**config.mk**
```make
export PLATFORM = sky130hd
export DESIGN_NAME = script_token_lexer_unit
export DESIGN_NICKNAME = d
export VERILOG_FILES = /design/src/design/stl_pkg.sv /design/src/design/script_token_lexer_unit.sv /design/src/design/stl_lexer.sv /design/src/design/stl_queue.sv
export SDC_FILE = /design/constraint.sdc
export NUM_CORES = 1
export LEC_CHECK = 0
export BUFFER_PORTS_ARGS = -buffer_cell sky130_fd_sc_hd__buf_2
export CAP_MARGIN = 15
export CELL_PAD_IN_SITES_DETAIL_PLACEMENT = 1
export CELL_PAD_IN_SITES_GLOBAL_PLACEMENT = 1
export CORE_UTILIZATION = 48
export DETAILED_ROUTE_END_ITERATION = 7
export GPL_TIMING_DRIVEN = 0
export PLACE_DENSITY = 0.81
export SYNTH_ARGS = -nofsm -noshare
export SYNTH_HDL_FRONTEND = slang
export SYNTH_HIERARCHICAL = 1
export SYNTH_SLANG_ARGS = --single-unit
```
**constraint.sdc**
```tcl
create_clock -name clk -period 17.4 [get_ports clk]
set_input_delay 2.61 -clock clk [delete_from_list [all_inputs] [get_ports clk]]
set_output_delay 2.61 -clock clk [all_outputs]
set_load 0.1 [all_outputs]
```
**src/design/stl_pkg.sv**
```systemverilog
// Shared types and constants for the script token lexer.
// No dependencies; used by every module of the block.
package stl_pkg;

  localparam int unsigned LINE_BITS_DEF = 24;
  localparam int unsigned LINE_OUT_BITS = 24;
  localparam int unsigned QUEUE_DEPTH   = 4;

  localparam logic [7:0] CH_CR         = 8'd13;
  localparam logic [7:0] CH_TAB        = 8'd9;
  localparam logic [7:0] CH_LF         = 8'd10;
  localparam logic [7:0] CH_SPACE      = 8'h20;
  localparam logic [7:0] CH_UNDERSCORE = 8'h5F;
  localparam logic [7:0] CH_SLASH      = 8'h2F;
  localparam logic [7:0] CH_BACKSLASH  = 8'h5C;
  localparam logic [7:0] CH_STAR       = 8'h2A;
  localparam logic [7:0] CH_PLUS       = 8'h2B;
  localparam logic [7:0] CH_MINUS      = 8'h2D;
  localparam logic [7:0] CH_SQUOTE     = 8'h27;
  localparam logic [7:0] CH_DQUOTE     = 8'h22;

  typedef enum logic [2:0] {
    CLS_IDENT   = 3'd0,
    CLS_NUMBER  = 3'd1,
    CLS_STRING  = 3'd2,
    CLS_PUNCT   = 3'd3,
    CLS_UNKNOWN = 3'd4,
    CLS_END     = 3'd5
  } cls_t;

  typedef struct packed {
    cls_t                     cls;
    logic [7:0]               tok_byte;
    logic                     has_byte;
    logic                     done;
    logic [LINE_OUT_BITS-1:0] line;
    logic                     last;
  } item_t;

endpackage

```
**src/design/script_token_lexer_unit.sv**
```systemverilog
// Script token lexer, top level: joins the lexer state machine and the
// result queue. Depends on stl_pkg, stl_lexer and stl_queue.
//
// One source byte is taken per cycle while in_ready is high, and classified in
// the same cycle; its zero, one or two result items go into a four-entry queue
// that feeds the output port; in_ready is high while it holds at most two items.
// With out_ready held high the queue gives one item per clock, so the input
// side runs at one item per clock except where bytes that give two results
// outnumber bytes that give none; each extra item held up that way stalls
// the input. The queue is the only stage between the ports, so a byte's first
// result can appear at the earliest in the cycle after the byte is taken.
// Reset puts the lexer in its start state with the line counter at one.
module script_token_lexer_unit #(
  parameter int unsigned LINE_BITS = stl_pkg::LINE_BITS_DEF
) (
  input  logic        clk,
  input  logic        rst_n,
  input  logic        in_valid,
  output logic        in_ready,
  input  logic [7:0]  in_data_byte,
  input  logic        in_end_of_input,
  output logic        out_valid,
  input  logic        out_ready,
  output logic [2:0]  out_token_class,
  output logic [7:0]  out_token_byte,
  output logic        out_has_byte,
  output logic        out_token_done,
  output logic [23:0] out_line_number,
  output logic        out_last_of_run
);

  logic           step, room;
  logic [1:0]     lex_cnt, wr_cnt;
  stl_pkg::item_t item0, item1, rd_item;

  assign in_ready = room;
  assign step     = in_valid && room;
  assign wr_cnt   = step ? lex_cnt : 2'd0;

  stl_lexer #(.LINE_BITS(LINE_BITS)) u_lexer (
    .clk          (clk),
    .rst_n        (rst_n),
    .step         (step),
    .data_byte    (in_data_byte),
    .end_of_input (in_end_of_input),
    .wr_cnt       (lex_cnt),
    .item0        (item0),
    .item1        (item1)
  );

  stl_queue u_queue (
    .clk      (clk),
    .rst_n    (rst_n),
    .wr_cnt   (wr_cnt),
    .wr_item0 (item0),
    .wr_item1 (item1),
    .room     (room),
    .rd_valid (out_valid),
    .rd_ready (out_ready),
    .rd_item  (rd_item)
  );

  assign out_token_class = rd_item.cls;
  assign out_token_byte  = rd_item.tok_byte;
  assign out_has_byte    = rd_item.has_byte;
  assign out_token_done  = rd_item.done;
  assign out_line_number = rd_item.line;
  assign out_last_of_run = rd_item.last;

endmodule

```
**src/design/stl_lexer.sv**
```systemverilog
// Lexer state machine: classifies one byte per accepted item, holds mode,
// escape flag and line counter, and forms up to two result items.
// Depends on stl_pkg.
module stl_lexer #(
  parameter int unsigned LINE_BITS = stl_pkg::LINE_BITS_DEF
) (
  input  logic          clk,
  input  logic          rst_n,
  input  logic          step,
  input  logic [7:0]    data_byte,
  input  logic          end_of_input,
  output logic [1:0]    wr_cnt,
  output stl_pkg::item_t item0,
  output stl_pkg::item_t item1
);

  typedef enum logic [3:0] {
    M_START      = 4'd0,
    M_IDENT      = 4'd1,
    M_NUMBER     = 4'd2,
    M_STR_SQ     = 4'd3,
    M_STR_DQ     = 4'd4,
    M_SLASH      = 4'd5,
    M_BLOCK      = 4'd6,
    M_BLOCK_STAR = 4'd7,
    M_LINE       = 4'd8
  } mode_t;

  localparam logic [LINE_BITS-1:0] LINE_MAX = {LINE_BITS{1'b1}};
  localparam logic [7:0] CH_SPACE_L = stl_pkg::CH_SPACE;

  mode_t                mode_r, mode_nxt;
  logic                 esc_r, esc_nxt;
  logic [LINE_BITS-1:0] line_r, line_nxt;

  logic [LINE_BITS+stl_pkg::LINE_OUT_BITS-1:0] line_ext;
  logic [stl_pkg::LINE_OUT_BITS-1:0]           line_out;

  logic is_letter, is_digit, is_punct, is_blank, id_cont, num_cont;

  logic           st_emit, st_bump, bump;
  mode_t          st_mode;
  stl_pkg::item_t st_item;
  logic           a_emit, b_emit;
  stl_pkg::item_t a_item, b_item;
  logic [7:0]     quote;

  function automatic stl_pkg::item_t mk(stl_pkg::cls_t c, logic [7:0] b, logic has,
                                        logic dn, logic [stl_pkg::LINE_OUT_BITS-1:0] ln);
    stl_pkg::item_t it;
    it.cls      = c;
    it.tok_byte = has ? b : 8'd0;
    it.has_byte = has;
    it.done     = dn;
    it.line     = ln;
    it.last     = 1'b0;
    return it;
  endfunction

  assign line_ext = {{stl_pkg::LINE_OUT_BITS{1'b0}}, line_r};
  assign line_out = line_ext[stl_pkg::LINE_OUT_BITS-1:0];

  always_comb begin
    is_letter = ((data_byte | 8'h20) >= 8'h61) && ((data_byte | 8'h20) <= 8'h7A);
    is_digit  = (data_byte >= 8'h30) && (data_byte <= 8'h39);
    is_blank  = (data_byte == CH_SPACE_L) || (data_byte == stl_pkg::CH_CR) ||
                (data_byte == stl_pkg::CH_TAB);
    is_punct  = (data_byte == 8'h7B) || (data_byte == 8'h7D) || (data_byte == 8'h26) ||
                (data_byte == 8'h7C) || (data_byte == stl_pkg::CH_STAR) ||
                (data_byte == 8'h3B) || (data_byte == 8'h3D) || (data_byte == 8'h28) ||
                (data_byte == 8'h29) || (data_byte == 8'h2C) || (data_byte == 8'h5B) ||
                (data_byte == 8'h5D);
    id_cont   = is_letter || is_digit || (data_byte == stl_pkg::CH_UNDERSCORE);
    num_cont  = is_digit || (data_byte == stl_pkg::CH_PLUS) ||
                (data_byte == stl_pkg::CH_MINUS);
  end

  // start-state handling of the current byte
  always_comb begin
    st_emit = 1'b0;
    st_bump = 1'b0;
    st_mode = M_START;
    st_item = mk(stl_pkg::CLS_UNKNOWN, data_byte, 1'b1, 1'b1, line_out);
    priority if (is_blank) begin
    end else if (data_byte == stl_pkg::CH_LF) begin
      st_bump = 1'b1;
    end else if (is_punct) begin
      st_emit = 1'b1;
      st_item = mk(stl_pkg::CLS_PUNCT, data_byte, 1'b1, 1'b1, line_out);
    end else if (data_byte == stl_pkg::CH_SLASH) begin
      st_mode = M_SLASH;
    end else if (is_letter || data_byte == stl_pkg::CH_UNDERSCORE) begin
      st_emit = 1'b1;
      st_item = mk(stl_pkg::CLS_IDENT, data_byte, 1'b1, 1'b0, line_out);
      st_mode = M_IDENT;
    end else if (num_cont) begin
      st_emit = 1'b1;
      st_item = mk(stl_pkg::CLS_NUMBER, data_byte, 1'b1, 1'b0, line_out);
      st_mode = M_NUMBER;
    end else if (data_byte == stl_pkg::CH_SQUOTE) begin
      st_mode = M_STR_SQ;
    end else if (data_byte == stl_pkg::CH_DQUOTE) begin
      st_mode = M_STR_DQ;
    end else begin
      st_emit = 1'b1;
    end
  end

  always_comb begin
    quote    = (mode_r == M_STR_SQ) ? stl_pkg::CH_SQUOTE : stl_pkg::CH_DQUOTE;
    a_emit   = 1'b0;
    a_item   = mk(stl_pkg::CLS_END, 8'd0, 1'b0, 1'b1, line_out);
    b_emit   = 1'b0;
    b_item   = st_item;
    mode_nxt = mode_r;
    esc_nxt  = esc_r;
    bump     = 1'b0;
    if (end_of_input) begin
      b_emit   = 1'b1;
      b_item   = mk(stl_pkg::CLS_END, 8'd0, 1'b0, 1'b1, line_out);
      mode_nxt = M_START;
      esc_nxt  = 1'b0;
    end else begin
      unique case (mode_r)
        M_IDENT: begin
          if (id_cont) begin
            b_emit = 1'b1;
            b_item = mk(stl_pkg::CLS_IDENT, data_byte, 1'b1, 1'b0, line_out);
          end else begin
            a_emit   = 1'b1;
            a_item   = mk(stl_pkg::CLS_IDENT, 8'd0, 1'b0, 1'b1, line_out);
            b_emit   = st_emit;
            mode_nxt = st_mode;
            bump     = st_bump;
          end
        end
        M_NUMBER: begin
          if (num_cont) begin
            b_emit = 1'b1;
            b_item = mk(stl_pkg::CLS_NUMBER, data_byte, 1'b1, 1'b0, line_out);
          end else begin
            a_emit   = 1'b1;
            a_item   = mk(stl_pkg::CLS_NUMBER, 8'd0, 1'b0, 1'b1, line_out);
            b_emit   = st_emit;
            mode_nxt = st_mode;
            bump     = st_bump;
          end
        end
        M_STR_SQ, M_STR_DQ: begin
          b_item = mk(stl_pkg::CLS_STRING, data_byte, 1'b1, 1'b0, line_out);
          priority if (esc_r) begin
            esc_nxt = 1'b0;
            b_emit  = 1'b1;
          end else if (data_byte == quote) begin
            b_emit   = 1'b1;
            b_item   = mk(stl_pkg::CLS_STRING, 8'd0, 1'b0, 1'b1, line_out);
            mode_nxt = M_START;
          end else if (data_byte == stl_pkg::CH_BACKSLASH) begin
            esc_nxt = 1'b1;
          end else begin
            b_emit = 1'b1;
          end
        end
        M_SLASH: begin
          priority if (data_byte == stl_pkg::CH_STAR) begin
            mode_nxt = M_BLOCK;
          end else if (data_byte == stl_pkg::CH_SLASH) begin
            mode_nxt = M_LINE;
          end else begin
            a_emit   = 1'b1;
            a_item   = mk(stl_pkg::CLS_UNKNOWN, stl_pkg::CH_SLASH, 1'b1, 1'b1, line_out);
            b_emit   = st_emit;
            mode_nxt = st_mode;
            bump     = st_bump;
          end
        end
        M_BLOCK: begin
          if (data_byte == stl_pkg::CH_STAR) begin
            mode_nxt = M_BLOCK_STAR;
          end else if (data_byte == stl_pkg::CH_LF) begin
            bump = 1'b1;
          end
        end
        M_BLOCK_STAR: begin
          if (data_byte == stl_pkg::CH_SLASH) begin
            mode_nxt = M_START;
          end else if (data_byte != stl_pkg::CH_STAR) begin
            mode_nxt = M_BLOCK;
            bump     = (data_byte == stl_pkg::CH_LF);
          end
        end
        M_LINE: begin
          if (data_byte == stl_pkg::CH_LF) begin
            mode_nxt = M_START;
            bump     = 1'b1;
          end
        end
        default: begin
          b_emit   = st_emit;
          mode_nxt = st_mode;
          bump     = st_bump;
        end
      endcase
    end
    line_nxt = (bump && line_r != LINE_MAX) ? line_r + 1'b1 : line_r;
  end

  always_comb begin
    wr_cnt = {1'b0, a_emit} + {1'b0, b_emit};
    item0  = a_emit ? a_item : b_item;
    item1  = b_item;
    item0.last = !(a_emit && b_emit);
    item1.last = 1'b1;
  end

  always_ff @(posedge clk) begin
    if (!rst_n) begin
      mode_r <= M_START;
      esc_r  <= 1'b0;
      line_r <= LINE_BITS'(1);
    end else if (step) begin
      mode_r <= mode_nxt;
      esc_r  <= esc_nxt;
      line_r <= line_nxt;
    end
  end

endmodule

```
**src/design/stl_queue.sv**
```systemverilog
// Result queue: takes up to two items per cycle, gives one per cycle while rd_ready is high.
// Depends on stl_pkg.
module stl_queue (
  input  logic           clk,
  input  logic           rst_n,
  input  logic [1:0]     wr_cnt,
  input  stl_pkg::item_t wr_item0,
  input  stl_pkg::item_t wr_item1,
  output logic           room,
  output logic           rd_valid,
  input  logic           rd_ready,
  output stl_pkg::item_t rd_item
);

  localparam int unsigned DEPTH = stl_pkg::QUEUE_DEPTH;
  localparam int unsigned PW    = $clog2(DEPTH);
  localparam int unsigned CW    = $clog2(DEPTH + 1);

  stl_pkg::item_t mem_r [DEPTH];
  logic [PW-1:0]  wr_ptr_r, wr_ptr_nxt, rd_ptr_r, rd_ptr_nxt, wr_ptr_p1;
  logic [CW-1:0]  count_r, count_nxt;
  logic           pop;

  assign room      = (count_r <= CW'(DEPTH - 2));
  assign rd_valid  = (count_r != '0);
  assign rd_item   = mem_r[rd_ptr_r];
  assign pop       = rd_valid && rd_ready;
  assign wr_ptr_p1 = wr_ptr_r + 1'b1;

  always_comb begin
    wr_ptr_nxt = wr_ptr_r + PW'(wr_cnt);
    rd_ptr_nxt = rd_ptr_r + PW'(pop);
    count_nxt  = count_r + CW'(wr_cnt) - CW'(pop);
  end

  always_ff @(posedge clk) begin
    if (wr_cnt != 2'd0) begin
      mem_r[wr_ptr_r] <= wr_item0;
    end
    if (wr_cnt == 2'd2) begin
      mem_r[wr_ptr_p1] <= wr_item1;
    end
  end

  always_ff @(posedge clk) begin
    if (!rst_n) begin
      wr_ptr_r <= '0;
      rd_ptr_r <= '0;
      count_r  <= '0;
    end else begin
      wr_ptr_r <= wr_ptr_nxt;
      rd_ptr_r <= rd_ptr_nxt;
      count_r  <= count_nxt;
    end
  end

endmodule

```
==> flow_summary.ini, run 1 <==
[drt]
antenna_left = 0
drc_errors = 0
drt_iter0_drc = 512
vias = 7181
drt-wirelength-per-cell_um = 24.4
wirelength_um = 28400
drtPass1Iterations = 5
drt-vias-per-instance = 6.16

[floorplanning]
initial_core_util_pct = 49.0
fp.dieH_um = 151
io_pins = 53
die_area_um2 = 22900
rows = 54
coreArea_um2 = 21800
die_x_um = 151

[power_and_ir_drop]
total_power_mw = 1.55
p_leak_nw = 4.26
switching_share_pct = 42.1
intPower_uw = 899
switchingPower_uw = 652
seqPwrFrac_pct = 35.6
p_clk_share_pct = 27.0
pwr-share-comb_pct = 37.4
cellPowerDensity_nw_per_um2 = 129
vdd_drop_max_uv = 120

[timing]
fin_crit_ps = 6400
fin_skew_ps = 12.4
relSlewSlack_pct = 33.5
setup_tns_ps = 0
setup_slack_ps = 11000
hold_violations = 0
post-route-period-util_pct = 36.8
tightestPinTransition_ps = 996
fmax_mhz = 156
slew_viol_final = 0
grt_setup_unrepaired = no
setup_viol = 0

[clock_network]
cts_inserted_buffers = 17
path_clk_slew_ps = 70
cts_tree = built
hold_buffers = 0
clock_sinks = 188
insertion_delay_ps = 450
post_cts_buffers = 0
ctsResizeCount = 0
cts_root_buffer = clkbuf_16
cts.htree.levels = 4
clockBufferDepth = 2

[critical_path]
cp-start-kind = input port
worst_path_dominant_cell_family = simple AND/OR/NAND/NOR gates
end_kind = flop
r2r-start = u_lexer/mode_r[0]$_SDFFE_PN0P_
required_ps = 17540
worst-path-buf-inv = 5
setup.worst_path.start = in_data_byte[3]
r2r_end = u_queue/mem_r[2][13]$_DFFE_PP_
ff2ff_setup_slack_ps = 13080
crit_slowest_cell = a21oi_2
critical_path.max_fanout = 23
reg2reg_depth = 13
path_cells = buf_2 > buf_2 > nand2_1 > nor3_1 > o31a_1 > o211ai_1 > a21oi_2 > ha_1 > and3_1 > and4bb_1 > buf_6 > buf_6 > o21bai_4 > buf_12
arrival_ps = 6540
cp_num_cells = 14
cp-endpoint = u_queue/mem_r[2][13]$_DFFE_PP_
critPathKind = input port to flop
slowest_delay_ps = 510

[logic_synthesis]
yosys_warnings = 6
synth-main-ff-cell = edfxtp_1
syn_nets = 818
syn-cell-area_um2 = 10700
synth_cell_type_count = 77
synth-seq-cells = 188
yosys-top-cells-area = edfxtp_1 (43%), mux2_2 (9.9%), mux4_2 (8.0%)
synthArstFlopShare_pct = 0
synth.avg_cell_area_um2 = 13.4
yosysTopAreaCell = edfxtp_1
synth_seq_area_share_pct = 49.4
synthTopCellsByCount = edfxtp_1 (152), mux2_2 (94), mux4_2 (38), dfxtp_1 (36), a21oi_1 (34)
yosysTopAreaCellShare_pct = 42.7
synth_edf_count = 152
synthCells = 798
yosysMostFrequentCell = edfxtp_1

[run_status]
outcome = finished, final reports clean

[flow_run]
cap_violations = 0

[placed_design]
placed_cells = 1133
place.gp.congestion = 0.873
place_ws_ps = 10560
dp_hpwl_um = 18500
port_buffers = 51

[global_route]
grt_first_pass_wirelength_um = 44200
grt-ovfl-total = 0
antenna_found_initial = 0
grt_pass1_vias = 7652
grt.total_usage_pct = 26.2
grt_max_degree = 27

[cells_and_area]
nNetsFinal = 892
final_util_pct = 55.2
area_growth_pct = 12.7
stdcell_count = 1165
diodes = 0
post_route_cells_drive_above_1_share_pct = 37.5

[min_path]
hp-class = flop to flop
-- placed cells by master (no fill, tap or decap), types with 14 or more instances in the layout --
cell type,count
nor2b_1,15
edfxtp_1,152
buf_2,72
mux2_1,29
mux4_2,38
nor2_1,26
nand2_1,30
dfxtp_1,36
a21oi_1,34
buf_4,30
inv_1,14
mux2_4,29
and2_1,14
clkbuf_16,17
o21ai_0,15
mux2_2,94
-- worst register-to-register path, cell delays in order (launching register included) --
cell	delay (ps)
dfxtp_1	340
buf_2	220
inv_1	120
nor2_1	300
o31a_1	220
o211ai_1	170
a21oi_2	510
ha_1	330
and3_1	310
and4bb_1	410
buf_6	200
buf_6	220
o21bai_4	360
buf_12	290
-- routing by layer --
metal  GRT usage, %  up-vias  share of wire [%]
met2           45.4      170                 51
met4           10.2        0                2.7
li1               -     3243                  -
met5              0        -                  0
met3           3.52       51                3.5
met1           33.1     3717                 43
-- worst min path at each step --
| stage | endpoint | slack (ps) | depth (start not counted) | startpoint |
|---|---|---|---|---|
| after detailed placement | u_lexer/line_out[14]$_SDFFE_PN0P_ | 570 | 2 | u_lexer/line_out[14]$_SDFFE_PN0P_ |
| after global placement | u_lexer/line_out[7]$_SDFFE_PN0P_ | 540 | 2 | u_lexer/line_out[7]$_SDFFE_PN0P_ |
| after floorplan | u_lexer/line_out[14]$_SDFFE_PN0P_ | 490 | 2 | u_lexer/line_out[14]$_SDFFE_PN0P_ |
| after CTS | u_lexer/line_out[7]$_SDFFE_PN0P_ | 580 | 2 | u_lexer/line_out[7]$_SDFFE_PN0P_ |
| after global routing | u_lexer/esc_r$_SDFFE_PN0P_ | 620 | 2 | u_lexer/esc_r$_SDFFE_PN0P_ |
| final | u_lexer/line_out[7]$_SDFFE_PN0P_ | 580 | 2 | u_lexer/line_out[7]$_SDFFE_PN0P_ |
-- area by class of cell --
cell class                      count  area (um^2)
Multi-Input combinational cell    517         4890
Tap cell                          280          350
Inverter                           14         52.6
Fill cell                        2181         9770
Sequential cell                   188         5290
Timing Repair Buffer               55          343
Clock buffer                       17          425
Buffer                             79          503
Clock inverter                     15          203
-- state kept, by name, indices dropped and copies added (netlist names) --
name and count:
u_lexer/esc_r 1, u_lexer/line_out 24, u_lexer/mode_r 4, u_queue/count_r 3, u_queue/mem_r 152, u_queue/rd_ptr_r 2
u_queue/wr_ptr_r 2
-- power by group through the flow --
stage	logic [mW]	clock network, mW	registers [mW]
6_report	0.580	0.418	0.553
5_1_grt	0.603	0.439	0.557
4_1_cts	0.585	0.423	0.553
3_5_place_dp	0.582	0	0.562
3_3_place_gp	0.565	0	0.566
2_1_floorplan	0.481	0	0.557
-- through the flow --
stage               hold WS (ps)  cell area, um^2
finish                       578            12000
detailed placement           565            11400
global route                 616            12000
floorplan                    489            10700
global placement             541            11300
CTS                          577            12000
-- kinds of logic (layout without fill, tap and decap cells) --
kind of cell | after synthesis | after routing | share of synthesized area (%)
other | 1 | 1 | 0.0351
adders and majority gates | 7 | 7 | 0.890
AOI/OAI and AO/OA | 119 | 119 | 7.67
and+or+nand+nor | 187 | 187 | 10.3
buffers and inverters | 93 | 180 | 5.20
DFF | 188 | 188 | 49.4
muxes | 198 | 198 | 25.8
xor gates and xnor gates | 5 | 5 | 0.667
Power figures use the tool's default switching activity.
==> run 2, diff against run 1 <==
--- a/config.mk
+++ b/config.mk
@@ -5,14 +5,15 @@
 export SDC_FILE = /design/constraint.sdc
 export NUM_CORES = 1
 export LEC_CHECK = 0
+export ABC_AREA = 1
 export BUFFER_PORTS_ARGS = -buffer_cell sky130_fd_sc_hd__buf_2
 export CAP_MARGIN = 15
 export CELL_PAD_IN_SITES_DETAIL_PLACEMENT = 1
 export CELL_PAD_IN_SITES_GLOBAL_PLACEMENT = 1
-export CORE_UTILIZATION = 48
+export CORE_UTILIZATION = 47
 export DETAILED_ROUTE_END_ITERATION = 7
 export GPL_TIMING_DRIVEN = 0
-export PLACE_DENSITY = 0.81
+export PLACE_DENSITY = 0.85
 export SYNTH_ARGS = -nofsm -noshare
 export SYNTH_HDL_FRONTEND = slang
 export SYNTH_HIERARCHICAL = 1
==> constraint.sdc (replaced) <==
create_clock -name clk -period 6.2 [get_ports clk]
set_input_delay 0.93 -clock clk [delete_from_list [all_inputs] [get_ports clk]]
set_output_delay 0.93 -clock clk [all_outputs]
set_load 0.1 [all_outputs]
==> run 2 against run 1 <==
Sequential power grew to 3.0 times the previous value. Largest power group unchanged. Power grew to 3.4 times the previous value. Register-to-register slack worse by 11000 ps. Setup slack worse by 9400 ps. Cell count is 42% higher. Synthesized cell count is 60% higher. Critical path type unchanged. Core utilization is 0.29 points lower. Critical path depth is 1 higher. Sequential share of layout area is 0.18 points lower. Largest cell class unchanged.
==> flow_summary.ini, run 2 <==
[logic_synthesis]
synthCells = 1277
synthTopCellsByCount = nand2_1 (257), o21ai_0 (174), edfxtp_1 (152), nor2_1 (136), o21ai_1 (98)
synth.avg_cell_area_um2 = 8.36
synth_cell_type_count = 37
syn_nets = 1297
synth_edf_count = 152
yosys_warnings = 6
synth-main-ff-cell = edfxtp_1
yosysTopAreaCellShare_pct = 42.8
yosysTopAreaCell = edfxtp_1
yosys-top-cells-area = edfxtp_1 (43%), nand2_1 (9.0%), o21ai_0 (8.2%)
synthArstFlopShare_pct = 0
synth-seq-cells = 188
syn-cell-area_um2 = 10700
yosysMostFrequentCell = nand2_1
synth_seq_area_share_pct = 49.5

[timing]
hold_violations = 0
setup_viol = 0
tightestPinTransition_ps = 1120
fin_crit_ps = 4560
relSlewSlack_pct = 25.1
fin_skew_ps = 13.1
post-route-period-util_pct = 73.5
slew_viol_final = 0
grt_setup_unrepaired = no
fmax_mhz = 220

[floorplanning]
initial_core_util_pct = 48.5
io_pins = 53
fp.dieH_um = 153
die_x_um = 153
rows = 54
coreArea_um2 = 22000
die_area_um2 = 23300

[clock_network]
cts.htree.levels = 4
hold_buffers = 0
clock_sinks = 188
path_clk_slew_ps = 70
ctsResizeCount = 0
clockBufferDepth = 2
cts_tree = built
insertion_delay_ps = 450
post_cts_buffers = 0
cts_root_buffer = clkbuf_16
cts_inserted_buffers = 17

[global_route]
grt_max_degree = 19
grt.total_usage_pct = 33.1
grt_pass1_vias = 10600
antenna_found_initial = 0
grt-ovfl-total = 0
grt_first_pass_wirelength_um = 58600

[critical_path]
arrival_ps = 4710
cp-start-kind = input port
critical_path.max_fanout = 14
critPathKind = input port to flop
reg2reg_depth = 12
required_ps = 6350
end_kind = flop

[cells_and_area]
largest-register = u_queue/mem_r
final_cell_mix = nand2_1 (257), o21ai_0 (174), edfxtp_1 (152)
post_route_cells_drive_above_1_share_pct = 15.1
final_util_pct = 54.9
diodes = 0
area_growth_pct = 13.3
nNetsFinal = 1378
largest_register_ff_count = 152
final_common_cell = nand2_1

[flow_run]
cap_violations = 0

[run_status]
outcome = finished, final reports clean

[drt]
drt-wirelength-per-cell_um = 22.9
wirelength_um = 37800
antenna_left = 0
vias = 10000
drtPass1Iterations = 7
drt-vias-per-instance = 6.09
drt_iter0_drc = 819
drc_errors = 0

[min_path]
hold_depth = 2
hp-class = flop to flop

[placed_design]
dp_hpwl_um = 26000
port_buffers = 52
place.gp.congestion = 0.901

[power_and_ir_drop]
total_power_mw = 5.24
cellPowerDensity_nw_per_um2 = 433
vdd_drop_max_uv = 239
p_leak_nw = 4.42
run 2: cell families after synthesis:
| group | after synthesis | share of synthesized area [%] |
|---|---|---|
| other | 1 | 0.0351 |
| xor gates and xnor gates | 25 | 2.05 |
| buffers and inverters | 202 | 9.81 |
| adders and majority gates | 7 | 0.891 |
| AOI/OAI and AO/OA | 353 | 17.4 |
| and+or+nand+nor | 501 | 20.3 |
| DFF | 188 | 49.5 |
run 2: stage by stage:
stage	setup TNS (ps)	area (um^2)	worst slack (ps)	hold slack (ps)	instances
2_1_floorplan	0	10700	119	452	1277
3_3_place_gp	-407430	11300	-2830	464	1609
3_5_place_dp	0	11500	1250	503	1619
4_1_cts	0	12100	1670	542	1650
5_1_grt	0	12100	1450	566	1650
6_report	0	12100	1640	550	1650
run 2: path summary, 6_finish.rpt:
path	startpoint	end	slack, ps
hold reg to reg	u_lexer/mode_r[1]$_SDFFE_PN0P_	u_lexer/mode_r[1]$_SDFFE_PN0P_	550
hold / removal	u_lexer/mode_r[1]$_SDFFE_PN0P_	u_lexer/mode_r[1]$_SDFFE_PN0P_	550
setup reg to reg	u_lexer/mode_r[1]$_SDFFE_PN0P_	u_queue/mem_r[2][9]$_DFFE_PP_	1920
setup / recovery	in_data_byte[7]	u_queue/mem_r[2][9]$_DFFE_PP_	1640
run 2: power breakdown:
part | switching [mW] | internal [mW] | leakage, nW
logic | 2.03 | 0.466 | 2.51
registers | 0.0826 | 1.60 | 1.64
clock network | 0.536 | 0.529 | 0.268
run 2: final cells by class:
type,count,area [um^2]
Sequential cell,188,5290
Fill cell,2672,9930
Buffer,97,653
Clock buffer,17,425
Inverter,105,394
Clock inverter,14,133
Timing Repair Buffer,62,460
Tap cell,280,350
Multi-Input combinational cell,887,4400
run 2: per-layer routing:
metal  GRT usage (%)  part of all wire [%]
met1            38.7                    39
met2            58.0                    50
met3            5.92                   7.4
met4            17.1                   3.8
met5               0                     0
run 2: critical path, cell delays in order:
cell     delay [ps]
buf_2           100
inv_1           100
nand2_1         100
nor2_2          270
nand2_1         190
nand3_1         160
nand2_1          80
nand4_1         110
nand4_1         160
ha_1            320
inv_1            30
nor2_1          530
nor2_1          370
o31ai_4         970
buf_8           260
